--- src/design/indexed_sequential_list_defines.svh ---
// ---------------------------------------------------------------------------
// indexed_sequential_list_defines.svh
// Assertion macros shared by the indexed list design.
// ---------------------------------------------------------------------------
`ifndef INDEXED_SEQUENTIAL_LIST_DEFINES_SVH
`define INDEXED_SEQUENTIAL_LIST_DEFINES_SVH

// Clocked check, muted while reset is applied
`define ISL_ASSERT(lbl, prop, msg) \
  lbl: assert property (@(posedge clk) disable iff (!rst_n) prop) else $error(msg);

// Clocked check that also holds through reset
`define ISL_ASSERT_ALWAYS(lbl, prop, msg) \
  lbl: assert property (@(posedge clk) prop) else $error(msg);

`endif

--- src/design/isl_pkg.sv ---
// ---------------------------------------------------------------------------
// isl_pkg
// Shared constants, codes and types of the indexed list.
// ---------------------------------------------------------------------------
package isl_pkg;

  // Default geometry
  localparam int CAPACITY_DEF     = 64;
  localparam int ELEMENT_BITS_DEF = 32;

  // Cells per registered read group
  localparam int GROUP_SIZE = 8;

  // Command codes
  localparam int CMD_W = 3;
  localparam logic [CMD_W-1:0] CMD_INSERT = 3'd0;
  localparam logic [CMD_W-1:0] CMD_DELETE = 3'd1;
  localparam logic [CMD_W-1:0] CMD_GET    = 3'd2;
  localparam logic [CMD_W-1:0] CMD_CLEAR  = 3'd3;
  localparam logic [CMD_W-1:0] CMD_QUERY  = 3'd4;

  // Status codes
  localparam int STATUS_W = 2;
  localparam logic [STATUS_W-1:0] STATUS_OK        = 2'd0;
  localparam logic [STATUS_W-1:0] STATUS_RANGE     = 2'd1;
  localparam logic [STATUS_W-1:0] STATUS_FULL      = 2'd2;
  localparam logic [STATUS_W-1:0] STATUS_WAS_EMPTY = 2'd3;

  // Per-cycle operation broadcast to every cell
  typedef struct packed {
    logic insert;  // open a slot at the position, later entries move up
    logic remove;  // close the slot at the position, later entries move down
  } cell_op_t;

  // Outcome of one command
  typedef struct packed {
    logic [STATUS_W-1:0] status;
    logic                rd_en;   // read value is meaningful
  } cmd_res_t;

endpackage

--- src/design/isl_cell.sv ---
// ---------------------------------------------------------------------------
// isl_cell
// One list entry; loads the inserted value or takes a neighbor's word when the list shifts.
// ---------------------------------------------------------------------------
module isl_cell
  import isl_pkg::*;
#(
  parameter int IDX    = 0,
  parameter int POS_W  = 7,
  parameter int ELEM_W = 32
) (
  input  logic              clk,
  input  cell_op_t          op,
  input  logic [POS_W-1:0]  position,
  input  logic [ELEM_W-1:0] value,
  input  logic [ELEM_W-1:0] prev_data,   // entry IDX-1
  input  logic [ELEM_W-1:0] next_data,   // entry IDX+1
  output logic [ELEM_W-1:0] data,
  output logic [ELEM_W-1:0] hit_data     // own word when addressed, else zero
);

  localparam logic [POS_W-1:0] MY_POS = POS_W'(IDX);

  logic [ELEM_W-1:0] data_r;
  logic [ELEM_W-1:0] data_nxt;

  // Shift or load decision
  always_comb begin
    data_nxt = data_r;
    if (op.insert) begin
      if (position == MY_POS) begin
        data_nxt = value;
      end else if (position < MY_POS) begin
        data_nxt = prev_data;
      end
    end else if (op.remove) begin
      if (position <= MY_POS) begin
        data_nxt = next_data;
      end
    end
  end

  // Entry storage (no reset: read only after written)
  always_ff @(posedge clk) begin
    data_r <= data_nxt;
  end

  assign data     = data_r;
  assign hit_data = (position == MY_POS) ? data_r : '0;

endmodule

--- config.mk ---
export PLATFORM = sky130hd
export DESIGN_NAME = isl_cell
export DESIGN_NICKNAME = d
export VERILOG_FILES = /design/src/design/indexed_sequential_list_defines.svh /design/src/design/isl_pkg.sv /design/src/design/isl_cell.sv
export SDC_FILE = /design/constraint.sdc
export NUM_CORES = 1
export LEC_CHECK = 0
export ABC_AREA = 1
export ABC_CLOCK_PERIOD_IN_PS = 8300
export BUFFER_PORTS_ARGS = -buffer_cell sky130_fd_sc_hd__buf_4
export CORE_MARGIN = 1
export CORE_UTILIZATION = 28
export CTS_BUF_LIST = sky130_fd_sc_hd__clkbuf_8
export CTS_CLUSTER_SIZE = 16
export DETAILED_ROUTE_END_ITERATION = 10
export HOLD_SLACK_MARGIN = 0.12
export PLACE_DENSITY = 0.64
export SYNTH_ARGS = -nofsm -noshare
export SYNTH_HDL_FRONTEND = slang
export SYNTH_SLANG_ARGS = --single-unit
--- constraint.sdc ---
create_clock -name clk -period 8.3 [get_ports clk]
set_input_delay 1.66 -clock clk [delete_from_list [all_inputs] [get_ports clk]]
set_output_delay 1.66 -clock clk [all_outputs]
set_load 0.01 [all_outputs]
Yosys cells after proc, flatten, opt, wreduce, memory -nomap -nowiden
Cells that the tools add are included.
- add/subtract/negate cells: 0
- multiply operators: 0
- div/mod/pow operators: 0
- magnitude comparators: 2
- eq/ne operators: 1
- shift operators: 0
- multiplexer cells: 6
- bitwise gates (word level): 0
- reductions and logical operators: 4
- operator list (operator ; count):
    32-bit 2-to-1 mux ; 6
    7-bit by 1-bit <= comparator with 1-bit output (second input constant) ; 1
    7-bit logical NOT ; 1
    7-bit by 1-bit < comparator with 1-bit output (second input constant) ; 1
    2-bit nonzero test ; 2
    3-bit by 1-bit != test with 1-bit output (second input constant) ; 1
    3-bit AND reduction ; 1
- register bits after elaboration: 32
- latch bits: 0
- memory bits (writable): 0
- bits in read-only memories: 0
- input port bits: 106
- output and inout port bits: 64
- logic and storage cells: 14
- memories kept: 0

Longest topological paths before layout
- depth after elaboration: 4
- mapped depth: 4
- depth with buffers taken out: 3

Worst setup path after synthesis
Ideal clock, no wire load.
- path kind: input-to-reg
- start: in position[0]
- end: reg data_r[0] (netlist: data[0]) (enable)
- library setup time: 0.461 ns
- data arrival time: 4.126 ns
- required time: 7.839 ns
- setup slack: 3.713 ns
- stages: 3
- path buffers: 0
- path through: nor2_2 -> nand2_2 -> nor3_1
- word-level cells in the longest chain between the ends: 3
- elaborated cells on any way between the ends: 6
- those cells by class: order compare (2); eq/ne (1); reduce/logical (3)
- RTL lines (element ; line ; RTL):
    start, declared ; isl_cell.sv:14 ; input logic [POS_W-1:0] position,
    7-bit by 1-bit < comparator with 1-bit output (tied with other cells) ; isl_cell.sv:33 ; end else if (position < MY_POS) begin
    3-bit by 1-bit != test with 1-bit output (no source line) or 2-bit nonzero test (tied branches) ; -- ;
    3-bit AND reduction (no source line) * ; -- ;
    end signal, assigned ; isl_cell.sv:45 ; data_r <= data_nxt;
    end, declared ; isl_cell.sv:24 ; logic [ELEM_W-1:0] data_r;
Every way passes the cells marked *; elsewhere a longest branch is shown, timed or not.
A chain may end at the register's enable or synchronous reset.

Worst setup path in the final report
- start: in position[0]
- end: out hit_data[31]
- word-level cells in the longest chain between the ends: 2
- RTL lines (element ; line ; RTL):
    7-bit logical NOT ; isl_cell.sv:49 ; assign hit_data = (position == MY_POS) ? data_r : '0;
    32-bit 2-to-1 mux ; isl_cell.sv:49 ;
    end, declared ; isl_cell.sv:19 ; output logic [ELEM_W-1:0] hit_data
No other way between the ends.

==> flow_summary.toml <==
[detailed_routing]
wl_per_cell_microns = 11.2
vias = 1756
drt-total-wl_microns = 4770
drc = 0
drtAntennaViolNets = 0
first_pass_iters = 5
drt_iter0_drc = 49
via_per_inst = 4.13

[place]
gp_congestion = 0.700
dpl.hpwl_microns = 3590
dpl_cell_area_sq_um = 2970
io_buffers = 137

[sta]
setup_viol = 0
tns_ps = 0
finalCritPeriodShare_pct = 55.7
slew_headroom_pct = 34.9
rsz0062_at_grt = "false"
max_freq_mhz = 216
hold_viol = 0
worst_slew_pin_slew_ps = 973
fin_crit_ps = 4620
maxSlewViolCount = 0

[global_route]
antenna_found_initial = 0
grt_pass1_vias = 1645
gr-usage-all-layers_pct = 13.2
grt_max_degree = 66
grt_pass1_wl_microns = 7470
grt_overflow = 0

[pwr]
peakVddDrop_uv = 69.4
power_leakage_nw = 1.52
p_total_mw = 0.340
power_density_nw_per_um2 = 111

[cts]
cts_tree = "yes"
numCtsBuffers = 5
cts_root_buf = "clkbuf_8"
cts_htree_levels = 2
cts_buffer_depth = 2
post_cts_buffers = 0
clk_pin_slew_worst_paths_ps = 60
cts.sinks = 32
ctsHoldBuffers = 0
post_cts_resized = 0

[floorplanning]
rows = 30
start_util_pct = 28.9
ios = 170
fp.dieW_microns = 85.5
die_area_sq_um = 7300
design.core.area_sq_um = 6760
die_y_microns = 85.5

[run_status]
outcome = "completed"

[synth]
synth.area.top_cells = "edfxtp_1 (49%), nor3_2 (15%), inv_1 (13%)"
synth_fp_nets = 319
synth_seq_cells = 32
synth_top_area_cell = "edfxtp_1"
syn_inst = 213
synth-warning-count = 0
avgSynthCellArea_sq_um = 9.16
netlist.area_leader.share_pct = 49.3
yosysSeqAreaShare_pct = 49.3
ys_types = 13
synth_area_sq_um = 1950

[final_layout]
fillers = 692
drive_gt1_share_pct = 51.3
largest_register_ffs = 32
diodes = 0
fin_area_sq_um = 3050
area_growth_pct = 56.3
finalNetCount = 451

[worst_setup_path]
crit_type = "in2out"
crit_arrival_ps = 2960
cp_slowest_cell = "nand2_2"
required_ps = 6640
slowest_delay_ps = 520
path_max_fanout = 33
crit_chain = "buf_4, nor2_2, nand2_2, nor3_1, buf_4"
endpoint_kind = "output pin"
cp_common_cell = "buf_4"
crit_path_start_kind = "primary input"

[hold_path]
holdCritPathClass = "in2reg"

[run]
maxCapViolCount = 0
[worst max-delay path: cells and delay by family]
family | cells | cell delay [ps]
and+or+nand+nor | 3 | 1020
buffers and inverters | 2 | 280
[power by group]
group | leakage (nW) | switching, mW | internal (mW)
Sequential | 0.278 | 0.000424 | 0.180
Clock | 0.0391 | 0.0532 | 0.0552
Combinational | 1.20 | 0.0216 | 0.0293
Total | 1.52 | 0.0753 | 0.265
[path summary, 6_finish.rpt]
check                  startpoint            to  slack [ps]  cells after the start
worst min-delay path     value[9]       data[9]        1660                      3
worst max-delay path  position[0]  hit_data[31]        3680                      5
[Yosys cell counts]
| cell | instances |
|---|---|
| nor2_2 | 1 |
| edfxtp_1 | 32 |
| nand2_2 | 2 |
| o21ai_0 | 19 |
| buf_6 | 7 |
| inv_1 | 65 |
| o21ai_1 | 13 |
| nand2_1 | 32 |
| clkbuf_1 | 1 |
| nor3_2 | 30 |
| nor3_1 | 3 |
| nor2_1 | 3 |
| buf_4 | 5 |
[routing by layer]
| metal | vias to the layer above | GRT usage [%] | wire, microns |
|---|---|---|---|
| met5 | - | 0 | 0 |
| met1 | 768 | 14.1 | 1830 |
| met3 | 4 | 3.60 | 284 |
| met2 | 63 | 24.8 | 2600 |
| li1 | 921 | - | - |
| met4 | 0 | 4.55 | 49 |
[area by class of cell]
cell class                 instances  area (sq um)  area share (%)
timing repair buffer             138          1040            34.0
multi-input combinational        103           631            20.7
clock buffer                       5          68.8            2.26
tap                               80           100            3.28
sequential                        32           961            31.5
clock inverter                     2          7.51           0.246
inverter                          65           244            8.00
[placed cells by master, fill, tap and decap left out]
cell	synthesis	final
nor2_1	3	3
o21ai_0	19	19
clkinv_1	0	2
buf_4	5	138
nand2_1	32	32
clkbuf_8	0	5
nand2_2	2	2
edfxtp_1	32	32
inv_1	65	65
o21ai_1	13	13
nor3_2	30	31
nor3_1	3	2
nor2_2	1	1
[stage by stage]
stage          worst slack, ps  util (%)  instances  hold WS (ps)
2_1_floorplan             3710         -        213          1850
3_3_place_gp              3680      44.0        418          1940
3_5_place_dp              3650      44.0        418          1950
4_1_cts                   3650      45.1        425          1650
5_1_grt                   3560      45.1        425          1660
6_report                  3680      45.1        425          1660
[logic make-up after synthesis]
kind of cell / after synthesis / share of synthesized area, %
AO/OA/AOI/OAI: 32 / 8.21
buffers and inverters: 78 / 18.7
flip-flops: 32 / 49.3
AND/OR/NAND/NOR: 71 / 23.9
(Power assumes the default switching activity.)
