[config.mk]
export PLATFORM = sky130hd
export DESIGN_NAME = isl_ctrl
export DESIGN_NICKNAME = d
export VERILOG_FILES = /design/src/design/indexed_sequential_list_defines.svh /design/src/design/isl_pkg.sv /design/src/design/isl_ctrl.sv
export SDC_FILE = /design/constraint.sdc
export NUM_CORES = 1
export LEC_CHECK = 0
export ABC_AREA = 1
export BUFFER_PORTS_ARGS = -buffer_cell sky130_fd_sc_hd__buf_2
export CORE_ASPECT_RATIO = 2
export CORE_MARGIN = 10
export CORE_UTILIZATION = 45
export DETAILED_ROUTE_END_ITERATION = 6
export GPL_TIMING_DRIVEN = 0
export PLACE_DENSITY = 0.72
export SLEW_MARGIN = 20
export SYNTH_ARGS = -nofsm -noshare
export SYNTH_HDL_FRONTEND = slang
export SYNTH_SLANG_ARGS = --single-unit
[constraint.sdc]
create_clock -name clk -period 2.1 [get_ports clk]
set_input_delay 0.105 -clock clk [delete_from_list [all_inputs] [get_ports clk]]
set_output_delay 0.105 -clock clk [all_outputs]
set_load 0.05 [all_outputs]
[src/design/indexed_sequential_list_defines.svh]
// ---------------------------------------------------------------------------
// indexed_sequential_list_defines.svh
// Assertion macros shared by the indexed list design.
// ---------------------------------------------------------------------------
`ifndef INDEXED_SEQUENTIAL_LIST_DEFINES_SVH
`define INDEXED_SEQUENTIAL_LIST_DEFINES_SVH

// Clocked check, muted while reset is applied
`define ISL_ASSERT(lbl, prop, msg) \
  lbl: assert property (@(posedge clk) disable iff (!rst_n) prop) else $error(msg);

// Clocked check that also holds through reset
`define ISL_ASSERT_ALWAYS(lbl, prop, msg) \
  lbl: assert property (@(posedge clk) prop) else $error(msg);

`endif

[src/design/isl_pkg.sv]
// ---------------------------------------------------------------------------
// isl_pkg
// Shared constants, codes and types of the indexed list.
// ---------------------------------------------------------------------------
package isl_pkg;

  // Default geometry
  localparam int CAPACITY_DEF     = 64;
  localparam int ELEMENT_BITS_DEF = 32;

  // Cells per registered read group
  localparam int GROUP_SIZE = 8;

  // Command codes
  localparam int CMD_W = 3;
  localparam logic [CMD_W-1:0] CMD_INSERT = 3'd0;
  localparam logic [CMD_W-1:0] CMD_DELETE = 3'd1;
  localparam logic [CMD_W-1:0] CMD_GET    = 3'd2;
  localparam logic [CMD_W-1:0] CMD_CLEAR  = 3'd3;
  localparam logic [CMD_W-1:0] CMD_QUERY  = 3'd4;

  // Status codes
  localparam int STATUS_W = 2;
  localparam logic [STATUS_W-1:0] STATUS_OK        = 2'd0;
  localparam logic [STATUS_W-1:0] STATUS_RANGE     = 2'd1;
  localparam logic [STATUS_W-1:0] STATUS_FULL      = 2'd2;
  localparam logic [STATUS_W-1:0] STATUS_WAS_EMPTY = 2'd3;

  // Per-cycle operation broadcast to every cell
  typedef struct packed {
    logic insert;  // open a slot at the position, later entries move up
    logic remove;  // close the slot at the position, later entries move down
  } cell_op_t;

  // Outcome of one command
  typedef struct packed {
    logic [STATUS_W-1:0] status;
    logic                rd_en;   // read value is meaningful
  } cmd_res_t;

endpackage

[src/design/isl_ctrl.sv]
// ---------------------------------------------------------------------------
// isl_ctrl
// Command decode, range checks and the element count.
// ---------------------------------------------------------------------------
module isl_ctrl
  import isl_pkg::*;
#(
  parameter int CAPACITY = CAPACITY_DEF,
  parameter int POS_W    = 7
) (
  input  logic             clk,
  input  logic             rst_n,
  input  logic             fire,       // command transfer this cycle
  input  logic [CMD_W-1:0] command,
  input  logic [POS_W-1:0] position,
  output cell_op_t         op,
  output cmd_res_t         res,
  output logic [POS_W-1:0] count_nxt,  // count after this command
  output logic [POS_W-1:0] count
);

  localparam logic [POS_W-1:0] CAP = POS_W'(CAPACITY);

  logic [POS_W-1:0] count_r;
  cell_op_t         op_dec;

  // Decode against the current count
  always_comb begin
    op_dec     = '0;
    res.status = STATUS_OK;
    res.rd_en  = 1'b0;
    count_nxt  = count_r;
    unique case (command)
      CMD_INSERT: begin
        if (position > count_r) begin
          res.status = STATUS_RANGE;
        end else if (count_r == CAP) begin
          res.status = STATUS_FULL;
        end else begin
          op_dec.insert = 1'b1;
          count_nxt     = count_r + POS_W'(1);
        end
      end
      CMD_DELETE: begin
        if (position >= count_r) begin
          res.status = STATUS_RANGE;
        end else begin
          op_dec.remove = 1'b1;
          res.rd_en     = 1'b1;
          count_nxt     = count_r - POS_W'(1);
        end
      end
      CMD_GET: begin
        if (position >= count_r) begin
          res.status = STATUS_RANGE;
        end else begin
          res.rd_en = 1'b1;
        end
      end
      CMD_CLEAR: begin
        if (count_r == '0) begin
          res.status = STATUS_WAS_EMPTY;
        end else begin
          count_nxt = '0;
        end
      end
      default: begin
        // length query and unused codes: nothing changes
      end
    endcase
  end

  // Cells move only on a transfer
  assign op.insert = fire & op_dec.insert;
  assign op.remove = fire & op_dec.remove;

  // Element count
  always_ff @(posedge clk) begin
    if (!rst_n) begin
      count_r <= '0;
    end else if (fire) begin
      count_r <= count_nxt;
    end
  end

  assign count = count_r;

endmodule

=== Word-level counts from Yosys, hierarchy flattened ===
Index checks and enable logic that the tools add are counted.

* Add/sub/neg operators: 2
* Multiply operators: 0
* Divide/modulo/power cells: 0
* Magnitude comparators: 2
* Eq/ne operators: 4
* Shift-type cells: 0
* Muxes and demuxes: 16
* Bitwise operators: 2
* Reductions and logical operators: 3

{| class="wikitable"
|+ Operator list
! kind !! count
|-
| 7-bit two-way mux || 4
|-
| 7-bit one-hot mux with 3 select lines || 1
|-
| 7-bit by 1-bit adder with 7-bit output, second input constant || 1
|-
| 7-bit equality test, second input constant || 1
|-
| 7-bit >= comparator || 1
|-
| 7-bit greater-than comparator || 1
|-
| 7-bit logical NOT || 1
|-
| 1-bit two-way mux || 7
|-
| 7-bit by 1-bit subtractor with 7-bit output, second input constant || 1
|-
| 3-bit by 2-bit equality test with 1-bit output, second input constant || 2
|-
| 2-bit two-way mux || 3
|-
| 2-bit one-hot mux with 3 select lines || 1
|-
| 3-bit by 1-bit equality test with 1-bit output, second input constant || 1
|-
| 3-bit logical NOT || 1
|-
| 1-bit bitwise AND || 2
|-
| 2-bit OR reduction || 1
|}

* Register bits after elaboration: 7
* Latch bits: 0
* RAM bits: 0
* Bits in read-only memories: 0
* Output and inout bits: 19
* Logic and storage cells: 30
* Memories: 0

=== Logic depth before layout (Yosys ltp) ===
* Word-level depth: 5
* Gate-level depth with buffers: 15

=== Worst setup path before layout ===
OpenSTA, ideal clock, no wires.

* Path kind: register to output
* Start point: register count_r[6], in the netlist count[6]
* End point: output port op[0] (netlist bit)
* Arrival: 2.618 ns
* Required time: 1.995 ns
* Slack: -0.623 ns
* Cell stages (with the launch flop): 10
* Buffers on the path: 0
* Cell sequence: dfxtp_1 -> inv_1 -> ha_1 -> nand2_2 -> inv_2 -> a21oi_4 -> nand3_4 -> nor2_2 -> inv_2 -> nor2_1

{| class="wikitable"
|+ RTL lines
! what !! RTL line !! RTL
|-
| start: declaration || isl_ctrl.sv:24 || <nowiki>logic [POS_W-1:0] count_r;</nowiki>
|-
| start signal: assignment || isl_ctrl.sv:82 || <nowiki>count_r <= count_nxt;</nowiki>
|-
| end: declaration || isl_ctrl.sv:16 || <nowiki>output cell_op_t op,</nowiki>
|}

=== Final worst setup path ===
* Start point: register count_r[6], in the netlist count[6]
* End point: output port count_nxt[0]

* Cells in the longest elaborated chain, start to end: 4
* Elaborated cells between the ends (all ways): 9
* Those cells by class: 2 x order compare; 1 x eq/ne; 5 x mux; 1 x reduce/logical

{| class="wikitable"
|+ Ends and longest elaborated chain
! what !! RTL line !! RTL
|-
| parallel branches: the longest is 3 deep, another holds 7-bit >= comparator || n/a ||
|-
| 7-bit one-hot mux with 3 select lines (*) || isl_ctrl.sv:33 || <nowiki>unique case (command)</nowiki>
|-
| end: declaration || isl_ctrl.sv:18 || <nowiki>output logic [POS_W-1:0] count_nxt,</nowiki>
|}

Every way passes the cells marked *.

==> results.cfg <==
[worst_setup_path]
cp-start-kind = flip-flop
path_max_fanout = 5
cp.required_ns = 2.00
cp.arrival_ns = 2.06
crit_path_end_kind = output pin
crit_type = reg -> out
worstReg2RegStart = count[6]
crit_start = count[6]

[clocking]
path_clk_slew_ns = 0.04
cts_buffers = 3
ctsHtreeMaxLevel = 1
cts_root_buf = clkbuf_8
clock_path_buffers = 2
insertion_delay_ns = 0.22
cts_hold_buffers = 0
clock_sinks = 7
tritoncts = done

[cells_and_area]
fill_cells = 187
area_delta_synth_final_pct = 64.70
nets = 260
drive_gt1_share_pct = 57.63
fin_util_pct = 77.07
largest_reg_flops = 7
antennaDiodeCount = 0

[die]
start_util_pct = 46.79
dieHeight_um = 92.65
core_area_mm2 = 0.002537
rows = 26
die_w_um = 56.32
dieArea_mm2 = 0.005218
ios = 32

[outcome]
status = finished with violations
violations = setup timing

[logic_synthesis]
synth-seq-cells = 7
ys_warn_count = 0
synth_fp_nets = 206
syn_area_per_cell_um2 = 6.488
synth_cells = 183
synthesis.area_mm2 = 0.001187
yosysSeqAreaShare_pct = 11.80
synth_cell_type_count = 31

[timing]
rsz0062_at_grt = yes
slew_violations = 0
tightest_slew_ns = 0.5458
setup_ws_ns = -0.06740
setup_violations = 1
hold_viol = 0
slew_headroom_pct = 63.58
period_share_pct = 103.2
fin_skew_ns = 0.001815
finalCriticalPeriod_ns = 2.167
max_clock_freq_mhz = 461.4

[power_and_ir_drop]
power.leakage_nw = 0.9441
power.density_mw_per_mm2 = 527.7
ir_drop_mv = 0.5997

[route]
wire_per_inst_um = 16.19
avgViaCountPerCell = 5.617
ant_nets = 0
dr_total_vias = 1483
wl_mm = 4.275
drtIter0Drc = 45
route.detailed.drc = 0
first_pass_iters = 4

[place]
dp_hpwl_mm = 2.893
gp_congestion = 0.8645
port_buffers = 30
dp_worst_setup_slack_ns = -0.1447

[global_route]
grt_overflow_total = 0
grt_pass1_wl_mm = 6.727
grt_max_degree = 11
grt_pass1_vias = 1539
antenna_found_initial = 0
grt_use_total_pct = 15.00

[worst_hold_path]
hp-class = in -> reg
hold_start = fire

[job]
cap_violations = 0
-- worst max-delay path, stage by stage (launching register included) --
cell and delay [ns]:
dfxtp_4 0.36, inv_4 0.04, ha_4 0.22, nand2_4 0.08, inv_2 0.05, a21oi_4 0.18
buf_12 0.14, nand3_4 0.13, a21oi_4 0.18, nand3_2 0.10, nand2_2 0.10, clkinvlp_4 0.09
buf_8 0.15
-- synthesized netlist by cell type --
| cell | number | area [µm²] |
|---|---|---|
| nand4_1 | 6 | 37.54 |
| buf_2 | 2 | 10.01 |
| buf_4 | 3 | 22.52 |
| inv_1 | 17 | 63.81 |
| o21a_1 | 1 | 7.510 |
| buf_6 | 1 | 11.26 |
| o21ai_1 | 1 | 5.000 |
| nor3b_2 | 1 | 12.51 |
| a21oi_1 | 1 | 5.000 |
| ha_1 | 10 | 125.1 |
| nand2_4 | 4 | 45.04 |
| nand3_1 | 23 | 115.1 |
| a21oi_4 | 1 | 16.27 |
| nand2_1 | 35 | 131.4 |
| xnor2_1 | 1 | 8.760 |
| nor2_1 | 21 | 78.83 |
| o21ai_2 | 1 | 8.760 |
| nor3_2 | 1 | 10.01 |
| or2_2 | 1 | 6.260 |
| xor2_1 | 7 | 61.31 |
| nand3b_1 | 1 | 7.510 |
| nand3_2 | 9 | 90.09 |
| nand3_4 | 1 | 17.52 |
| nand2_2 | 4 | 25.02 |
| nor2_4 | 1 | 11.26 |
| a21oi_2 | 2 | 17.52 |
| o21ai_0 | 7 | 35.03 |
| and3_1 | 1 | 6.260 |
| nor2_2 | 4 | 25.02 |
| inv_2 | 8 | 30.03 |
| dfxtp_1 | 7 | 140.1 |
-- cell usage in the layout, fill, tap and decap left out, types with 3 or more instances in the layout --
master / count
nand3_4: 8
xor2_1: 7
nand2_2: 9
inv_1: 11
ha_1: 5
inv_4: 3
o21ai_0: 7
ha_4: 5
nor2_1: 17
nand2_4: 5
nor2_4: 4
nand3_1: 15
nand2_1: 27
nand4_1: 6
nand3_2: 11
buf_8: 6
nor2_2: 5
buf_2: 20
dfxtp_4: 6
inv_2: 9
clkbuf_8: 3
buf_4: 22
-- per-stage QoR --
step                hold slack (ns)  cell area (µm²)  cells  total power, mW  setup TNS (ns)
global route                 0.1438             1956    264            1.098         -0.4526
CTS                          0.1317             1775    257           0.9518       -0.009351
floorplan                    0.2373             1314    183           0.5596               0
finish                       0.1357             1956    264            1.032        -0.06740
detailed placement           0.3674             1499    241           0.6634         -0.1458
global placement             0.3575             1499    241           0.6509        -0.08184
-- kinds of logic after synthesis --
kind of cell	synth area share (%)
simple gates	52.16
compound gates	8.008
xor+xnor	5.901
buf+inv	11.59
flops	11.80
fa+ha+maj	10.54
-- layer usage --
metal	track usage (%)	routed length (µm)
met1	13.45	1440
met2	30.67	2475
met3	2.462	196
met4	6.452	162
met5	0	0
-- worst paths after layout --
path / endpoint / slack [ns] / cells after the start
min: count[0] / 0.14 / 2
max reg2reg: count[6] / 0.14 / 14
max: count_nxt[0] / -0.07 / 12
min reg2reg: count[0] / 0.64 / 2
-- what timing repair did --
item | in CTS | in global routing
endpoints found under the setup margin | 12 | 12
buffers inserted | 14 | 7
gates resized for setup | 32 | 31
hold endpoints to repair | 0 | 0
pin swaps | 14 | 11
cloned | 2 | 0
-- where the power goes --
part           total, mW  leakage [nW]  internal (mW)  switching [mW]
Combinational      0.694         0.859          0.272           0.423
Clock              0.182        0.0228          0.131          0.0512
Sequential         0.156        0.0621          0.143          0.0122
-- area by class of cell --
| type | instances | area, µm² | share of cell area, % |
|---|---|---|---|
| Multi-Input combinational cell | 146 | 1169 | 59.76 |
| Tap cell | 28 | 35.03 | 1.791 |
| Inverter | 25 | 110.1 | 5.630 |
| Timing Repair Buffer | 52 | 414.1 | 21.18 |
| Clock buffer | 4 | 45.04 | 2.303 |
| Buffer | 2 | 18.77 | 0.9597 |
| Sequential cell | 7 | 163.9 | 8.381 |
Note: power is estimated with default switching activity, not from simulation.
